$ cat config.mk
export PLATFORM = sky130hd
export DESIGN_NAME = class_priority_request_queue_top
export DESIGN_NICKNAME = d
export VERILOG_FILES = /design/src/sv/cpq_pkg.sv /design/src/sv/class_priority_request_queue_top.sv /design/src/sv/cpq_cell.sv
export SDC_FILE = /design/constraint.sdc
export NUM_CORES = 1
export LEC_CHECK = 0
export ABC_AREA = 1
export BUFFER_PORTS_ARGS = -buffer_cell sky130_fd_sc_hd__buf_2
export CAP_MARGIN = 20
export CORE_AREA = 2 2 196 198
export DETAILED_ROUTE_END_ITERATION = 10
export DIE_AREA = 0 0 198 200
export PLACE_DENSITY_LB_ADDON = 0.25
export SLEW_MARGIN = 40
export SYNTH_ARGS = -nofsm -noshare
export SYNTH_HDL_FRONTEND = slang
export SYNTH_HIERARCHICAL = 1
export SYNTH_SLANG_ARGS = --single-unit
$ cat constraint.sdc
create_clock -name clock -period 6.99 [get_ports clock]
set_input_delay 1.398 -clock clock [delete_from_list [all_inputs] [get_ports clock]]
set_output_delay 1.398 -clock clock [all_outputs]
set_load 0.01 [all_outputs]
$ cat src/sv/cpq_pkg.sv
// class priority request queue: shared constants, codes and cell interface types
// no dependencies
`default_nettype none

package cpq_pkg;

   localparam int DEPTH    = 16;
   localparam int TAG_BITS = 16;
   localparam int CNT_W    = $clog2(DEPTH + 1);
   localparam int IDX_W    = $clog2(DEPTH);
   localparam int OCC_W    = 5;
   localparam int CAP_W    = 5;
   localparam int MODE_W   = 2;
   localparam int CSR_AW   = 8;
   localparam int CSR_DW   = 8;

   localparam logic [CAP_W-1:0] CAP_RESET = CAP_W'(16);

   localparam logic [1:0] ST_OK    = 2'd0;
   localparam logic [1:0] ST_FULL  = 2'd1;
   localparam logic [1:0] ST_EMPTY = 2'd2;

   localparam logic OP_ENQ = 1'b0;
   localparam logic OP_DEQ = 1'b1;

   localparam logic [MODE_W-1:0] MODE_FIFO  = 2'd0;
   localparam logic [MODE_W-1:0] MODE_IMAGE = 2'd1;
   localparam logic [MODE_W-1:0] MODE_TEXT  = 2'd2;

   localparam logic [CSR_AW-1:0] REG_SCHED_MODE = 8'd0;
   localparam logic [CSR_AW-1:0] REG_CAPACITY   = 8'd1;

   typedef struct packed {
      logic [TAG_BITS-1:0] tag;
      logic                is_image;
   } entry_type;

   // broadcast from the top level to every cell
   typedef struct packed {
      logic             enq;
      logic             deq;
      logic             use_pref;
      logic             want;
      logic             any_pref;
      logic [CNT_W-1:0] count;
   } ctl_type;

endpackage

`default_nettype wire

$ cat src/sv/class_priority_request_queue_top.sv
// class priority request queue top: control, result register and row of cells
// uses cpq_pkg and cpq_cell
// result: registered, on the rsp_ ports in the cycle after the request is accepted
// throughput: one transaction per cycle while no stalled result holds req_stall high
// reset: synchronous, clears count, mode (oldest first) and capacity (16)
`default_nettype none

module class_priority_request_queue_top (
   input  wire                               clock,
   input  wire                               reset,
   input  wire                               req_valid,
   output logic                              req_stall,
   input  wire                               req_op,
   input  wire [15:0]                        req_tag,
   input  wire                               req_is_image,
   output logic                              rsp_valid,
   input  wire                               rsp_stall,
   output logic [1:0]                        rsp_status,
   output logic [15:0]                       rsp_out_tag,
   output logic                              rsp_out_is_image,
   output logic [4:0]                        rsp_occupancy,
   input  wire                               csr_valid,
   output logic                              csr_ready,
   input  wire [cpq_pkg::CSR_AW-1:0]         csr_index,
   input  wire [cpq_pkg::CSR_DW-1:0]         csr_wdata
);

   localparam int D = cpq_pkg::DEPTH;

   logic [cpq_pkg::MODE_W-1:0] mode_ff;
   logic [cpq_pkg::CAP_W-1:0]  cap_ff;
   logic [cpq_pkg::CNT_W-1:0]  count_ff, count_in;
   logic                       rsp_valid_ff, rsp_valid_in;
   logic [1:0]                 status_ff, status_in;
   cpq_pkg::entry_type         out_ff, out_in;

   cpq_pkg::ctl_type   ctl;
   cpq_pkg::entry_type enq_entry;
   cpq_pkg::entry_type cell_entry [D];
   logic [D:0]         found;
   logic [D-1:0]       picked;
   logic               accept;
   logic               full;
   cpq_pkg::entry_type pick_entry;

   assign req_stall = rsp_valid_ff & rsp_stall;
   assign accept    = req_valid & ~req_stall;
   assign csr_ready = 1'b1;

   assign enq_entry.tag      = req_tag[cpq_pkg::TAG_BITS-1:0];
   assign enq_entry.is_image = req_is_image;
   assign found[0]           = 1'b0;

   always_comb begin
      full = (32'(count_ff) >= 32'(cap_ff)) || (32'(count_ff) >= 32'(D));
      ctl.count    = count_ff;
      ctl.enq      = accept && (req_op == cpq_pkg::OP_ENQ) && !full;
      ctl.deq      = accept && (req_op == cpq_pkg::OP_DEQ) && (count_ff != '0);
      ctl.use_pref = (mode_ff == cpq_pkg::MODE_IMAGE) || (mode_ff == cpq_pkg::MODE_TEXT);
      ctl.want     = (mode_ff == cpq_pkg::MODE_IMAGE);
      ctl.any_pref = found[D];
   end

   for (genvar i = 0; i < D; i++) begin : g_cell
      cpq_pkg::entry_type next_entry;
      if (i == D - 1) begin : g_last
         assign next_entry = cell_entry[i];
      end else begin : g_mid
         assign next_entry = cell_entry[i+1];
      end
      cpq_cell u_cell (
         .clock      (clock),
         .cell_index (cpq_pkg::IDX_W'(i)),
         .ctl        (ctl),
         .enq_entry  (enq_entry),
         .next_entry (next_entry),
         .found_in   (found[i]),
         .found_out  (found[i+1]),
         .picked     (picked[i]),
         .entry      (cell_entry[i])
      );
   end

   always_comb begin
      pick_entry = '0;
      for (int i = 0; i < D; i++) begin
         if (picked[i]) begin
            pick_entry = pick_entry | cell_entry[i];
         end
      end
   end

   always_comb begin
      count_in     = count_ff;
      status_in    = status_ff;
      out_in       = out_ff;
      rsp_valid_in = rsp_valid_ff & rsp_stall;
      if (accept) begin
         rsp_valid_in = 1'b1;
         out_in       = '0;
         if (req_op == cpq_pkg::OP_ENQ) begin
            if (full) begin
               status_in = cpq_pkg::ST_FULL;
            end else begin
               status_in = cpq_pkg::ST_OK;
               count_in  = count_ff + cpq_pkg::CNT_W'(1);
            end
         end else if (count_ff == '0) begin
            status_in = cpq_pkg::ST_EMPTY;
         end else begin
            status_in = cpq_pkg::ST_OK;
            out_in    = pick_entry;
            count_in  = count_ff - cpq_pkg::CNT_W'(1);
         end
      end
   end

   always_ff @(posedge clock) begin
      if (reset) begin
         count_ff     <= '0;
         rsp_valid_ff <= 1'b0;
         mode_ff      <= cpq_pkg::MODE_FIFO;
         cap_ff       <= cpq_pkg::CAP_RESET;
      end else begin
         count_ff     <= count_in;
         rsp_valid_ff <= rsp_valid_in;
         if (csr_valid && csr_ready) begin
            if (csr_index == cpq_pkg::REG_SCHED_MODE) begin
               mode_ff <= csr_wdata[cpq_pkg::MODE_W-1:0];
            end else if (csr_index == cpq_pkg::REG_CAPACITY) begin
               cap_ff <= csr_wdata[cpq_pkg::CAP_W-1:0];
            end
         end
      end
   end

   always_ff @(posedge clock) begin
      status_ff <= status_in;
      out_ff    <= out_in;
   end

   assign rsp_valid        = rsp_valid_ff;
   assign rsp_status       = status_ff;
   assign rsp_out_tag      = 16'(out_ff.tag);
   assign rsp_out_is_image = out_ff.is_image;
   assign rsp_occupancy    = cpq_pkg::OCC_W'(count_ff);

endmodule

`default_nettype wire

$ cat src/sv/cpq_cell.sv
// one queue slot: holds an entry, detects a preferred-class match and
// collapses toward the head on removal; uses cpq_pkg
`default_nettype none

module cpq_cell (
   input  wire                         clock,
   input  wire [cpq_pkg::IDX_W-1:0]    cell_index,
   input  cpq_pkg::ctl_type            ctl,
   input  cpq_pkg::entry_type          enq_entry,
   input  cpq_pkg::entry_type          next_entry,
   input  wire                         found_in,
   output logic                        found_out,
   output logic                        picked,
   output cpq_pkg::entry_type          entry
);

   cpq_pkg::entry_type entry_ff;
   cpq_pkg::entry_type entry_in;
   logic               occupied;
   logic               match;
   logic               at_or_after;
   logic               pref_path;

   always_comb begin
      occupied    = cpq_pkg::CNT_W'(cell_index) < ctl.count;
      match       = occupied && (entry_ff.is_image == ctl.want);
      found_out   = found_in | match;
      pref_path   = ctl.use_pref & ctl.any_pref;
      picked      = pref_path ? (match & ~found_in) : (cell_index == '0);
      at_or_after = pref_path ? found_out : 1'b1;
      entry_in    = entry_ff;
      if (ctl.enq && (cpq_pkg::CNT_W'(cell_index) == ctl.count)) begin
         entry_in = enq_entry;
      end else if (ctl.deq && at_or_after) begin
         entry_in = next_entry;
      end
      entry = entry_ff;
   end

   always_ff @(posedge clock) begin
      entry_ff <= entry_in;
   end

endmodule

`default_nettype wire

=== Word level (Yosys, flattened, before mapping) ===
Cells that the tools add are included.

* Register bits: 304
* Input port bits: 39
* Word-level logic and storage cells: 320

* $add $sub $neg: 2
* Order comparisons: 18
* Equal/unequal tests: 36
* Mux-type cells: 83
* Bitwise gates (word level): 66
* Reductions and logical operators: 76

{| class="wikitable"
|+ Operator list
! operator !! count
|-
| 17-bit two-way mux || 46
|-
| 17-bit OR || 15
|-
| 1-bit logical AND || 51
|-
| 4-bit by 5-bit == test with 1-bit output, first input constant || 8
|-
| 4-bit by 5-bit < comparator with 1-bit output, first input constant || 8
|-
| 1-bit two-way mux || 32
|-
| 2-bit nonzero test || 15
|-
| 3-bit by 5-bit == test with 1-bit output, first input constant || 4
|-
| 3-bit by 5-bit < comparator with 1-bit output, first input constant || 4
|-
| 1-bit bitwise AND || 18
|-
| 1-bit inverter || 18
|-
| 1-bit == test || 16
|-
| 5-bit two-way mux || 3
|-
| 1-bit OR || 15
|-
| 2-bit by 5-bit == test with 1-bit output, first input constant || 2
|-
| 1-bit by 5-bit < comparator with 1-bit output, first input constant || 2
|-
| 2-bit by 5-bit < comparator with 1-bit output, first input constant || 2
|-
| 8-bit by 1-bit == test with 1-bit output, second input constant || 1
|-
| 8-bit zero test || 1
|-
| 3-bit AND reduction || 2
|-
| 5-bit by 1-bit adder with 5-bit output, second input constant || 1
|-
| 1-bit by 5-bit == test with 1-bit output, first input constant || 1
|-
| 5-bit >= comparator || 1
|-
| 5-bit >= comparator, second input constant || 1
|-
| other kinds (11) || 14
|}

=== Logic depth before layout (Yosys ltp) ===
* Depth after elaboration: 51
* Mapped depth: 49

=== Cells and area by module ===
The synthesis kept the hierarchy.

{| class="wikitable"
|+ Modules (own cells, without submodules)
! module !! times used !! cells each !! area an instance (sq um)
|-
| cpq_cell || 16 || 110 || 937.1
|-
| class_priority_request_queue_top || 1 || 466 || 3572.2
|}

=== Worst setup path before layout ===
No wires, ideal clock.

* Path type: flip-flop to flip-flop
* From: reg count_ff (netlist bit rsp_occupancy[4])
* To: reg g_cell[0].u_cell.entry_ff (netlist bit g_cell[0].u_cell/entry[0]) (enable)
* Library setup time: 0.373 ns
* Data arrival time: 6.340 ns
* Required time: 6.617 ns
* Path slack: 0.276 ns
* Cell stages (with the launch flop): 10
* Buffers on the path: 1
* Period minus slack after synthesis: 6.714 ns
* Path through: dfxtp_1 -> ha_1 -> nand2_1 -> inv_1 -> nand2_1 -> nand3_1 -> nor3_1 -> nand4_4 -> buf_2 -> nand2_1

{| class="wikitable"
|+ RTL lines
! what !! line !! RTL
|-
| from (decl) || class_priority_request_queue_top.sv:32 || <nowiki>logic [cpq_pkg::CNT_W-1:0] count_ff, count_in;</nowiki>
|-
| from (signal assigned) || class_priority_request_queue_top.sv:125 || <nowiki>count_ff <= count_in;</nowiki>
|-
| to (signal assigned) || cpq_cell.sv:41 || <nowiki>entry_ff <= entry_in;</nowiki>
|-
| to (decl) || cpq_cell.sv:17 || <nowiki>cpq_pkg::entry_type entry_ff;</nowiki>
|}

==> qor.csv <==
metric,value,unit
firstDrtPassIters,5,
synth_edf_count,291,
arrival,5740,ps
grt-ovfl-total,0,
outcome,completed,
slowest_stage,nor2_1,
placed_cells,2888,
cts_tree,done,
synth_top_area_frac,0.471,
slew_violations,0,
worstMarginPinSlew,810,ps
p_leak,9.80,nW
tns,0,ps
die_height,200,µm
clkLatencyLatePin,530,ps
htree_levels,2,
ys.flop_type,edfxtp_1,
synth.avg_cell_area,8.34,µm²
holdBufCountCts,0,
synthToLayoutAreaGrowth,11.3,%
gp_congestion,0.902,
yosysSeqAreaShare,0.485,
path_class,reg -> reg,
top_layer,met5,
clk_pin_slew,60,ps
max_freq,0.182,GHz
drive_above_1_share,0.0907,
grtUsageTotal,0.288,
die_x,198,µm
start_util,0.496,
power.density,250,nW/µm²
final_nets,2526,
cp_slowest_stage_delay,320,ps
drt-met1-wl,22.7,mm
rows,71,
dr.first_iter.drc_count,1951,
drt_wl_total,55.6,mm
dr_wl_met2,24.4,mm
via_count,15700,
yosysMostFrequentCell,nand2_1,
grt_antenna_before_repair,0,
io_pins,66,
die-area,39600,µm²
worstPathRequired,7240,ps
grt_setup_unrepaired,no,
synth.distinct_cells,29,
setup_violations,0,
slew_headroom,0.460,
final_hold_viol_count,0,
grt_max_degree,29,
drc_errors,0,
fin_worst_skew,26.2,ps
ys_seq_elements,304,
ant_nets,0,
ir_drop,0.130,mV
cp_max_fo,27,
grt_pass1_vias,14800,
cts.sinks,304,
tritoncts.num_buffers,34,
period_share,0.784,
ys_warn_count,6,
cp-start-kind,flop,
cpMostUsedCell,nand2_1,
core_area,37400,µm²
antenna_cells,0,
wl_met3,7.10,mm
cts_max_path_buffers,3,
yosys-top-cells-area,"edfxtp_1 47%, nand2_1 22%, a22o_1 6.4%",
max_cap_viol_count,0,
post_cts_resized,0,
stdcell_count,2947,
netlist_instances,2226,
grt_pass1_wl,85.8,mm
cp-end-kind,flop,
synth_area_leader_cell,edfxtp_1,
syn_area,18600,µm²
hold_path_class,reg -> reg,
synthArstFlopShare,0,
post_cts_buffers,0,
io_buffers,61,
viasPerCell,5.34,
synthTopCellsByCount,"1086 x nand2_1, 291 x edfxtp_1, 214 x inv_1",
fin_crit,5480,ps
post_drt_wl_per_cell,18.9,µm
cts-root-buf,clkbuf_16,
dp_hpwl,37.8,mm
path summary, 6_finish.rpt:
path | start | to | slack, ps | cells past startpoint
min | cap_ff[2] | cap_ff[2] | 460 | 2
max reg2reg | mode_ff[1] | rsp_out_tag[13] | 1510 | 48
min reg2reg | cap_ff[2] | cap_ff[2] | 460 | 2
max | mode_ff[1] | rsp_out_tag[13] | 1510 | 48
cell type report:
| cell class | count | area, µm² |
|---|---|---|
| Clock buffer | 41 | 898 |
| Sequential cell | 304 | 9000 |
| Tap cell | 511 | 639 |
| Timing Repair Buffer | 96 | 568 |
| Multi-Input combinational cell | 1730 | 8460 |
| Fill cell | 3371 | 16700 |
| Clock inverter | 18 | 151 |
| Inverter | 247 | 947 |
cells in the final DEF, fill, tap and decap left out:
cell,n
o21ai_2,1
clkinv_8,2
nand4_4,16
conb_1,130
dfxtp_1,12
ha_1,73
a21oi_2,1
nand2_2,7
o21ai_1,15
a22o_1,136
clkinv_1,9
clkinv_2,21
bufinv_16,2
nand2_1,1081
buf_2,61
nor2_1,152
nand3_1,57
nor4_1,16
edfxtp_1,291
xor2_1,2
inv_2,18
buf_4,35
xnor2_1,1
nor3_2,1
nor2_4,18
a21oi_1,11
nand3b_1,1
fa_1,1
clkbuf_1,6
dfxtp_2,1
o21ai_0,8
nand3_2,2
inv_1,213
clkbuf_16,35
per-layer routing:
layer / vias to the layer above / global-route usage
met1: 7282 / 0.393
li1: 7453 / -
met4: 2 / 0.0883
met3: 108 / 0.0694
met5: - / 0.0111
met2: 892 / 0.455
state kept, by name, indices dropped and copies added (netlist names):
signal               cells
rsp_out_is_image         1
cap_ff                   5
rsp_out_tag             16
rsp_status               2
rsp_valid                1
g_cell.u_cell/entry    272
rsp_occupancy            5
mode_ff                  2
per-stage QoR:
step / power (mW) / util / setup WS (ps) / hold WS (ps) / instance area [µm²]
floorplan: 3.11 / - / 276 / 429 / 19000
global placement: 3.41 / 0.524 / 1570 / 445 / 19600
detailed placement: 3.45 / 0.524 / 1650 / 450 / 19600
CTS: 5.16 / 0.552 / 1620 / 459 / 20700
global route: 5.39 / 0.553 / 901 / 487 / 20700
finish: 5.17 / 0.553 / 1510 / 459 / 20700
critical path: cells and delay by family, from the launching register on:
family / cells / cell delay (ps)
buffers and inverters: 20 / 2240
and+or+nand+nor: 25 / 2060
DFF: 1 / 310
AOI/OAI and AO/OA: 2 / 310
adders and majority gates: 1 / 270
kinds of logic after synthesis:
| kind of cell | share of synthesized area |
|---|---|
| other | 0.000404 |
| buffers and inverters | 0.0865 |
| and+or+nand+nor | 0.303 |
| DFF | 0.485 |
| AOI/OAI and AO/OA | 0.0741 |
| adders and majority gates | 0.0503 |
| xor gates and xnor gates | 0.00142 |
power by group:
group,leakage [nW],switching [mW],internal (mW)
Clock,0.514,0.743,0.992
Combinational,6.48,0.719,0.323
Sequential,2.80,0.132,2.26
No activity file was read; power rests on OpenSTA's default activity.
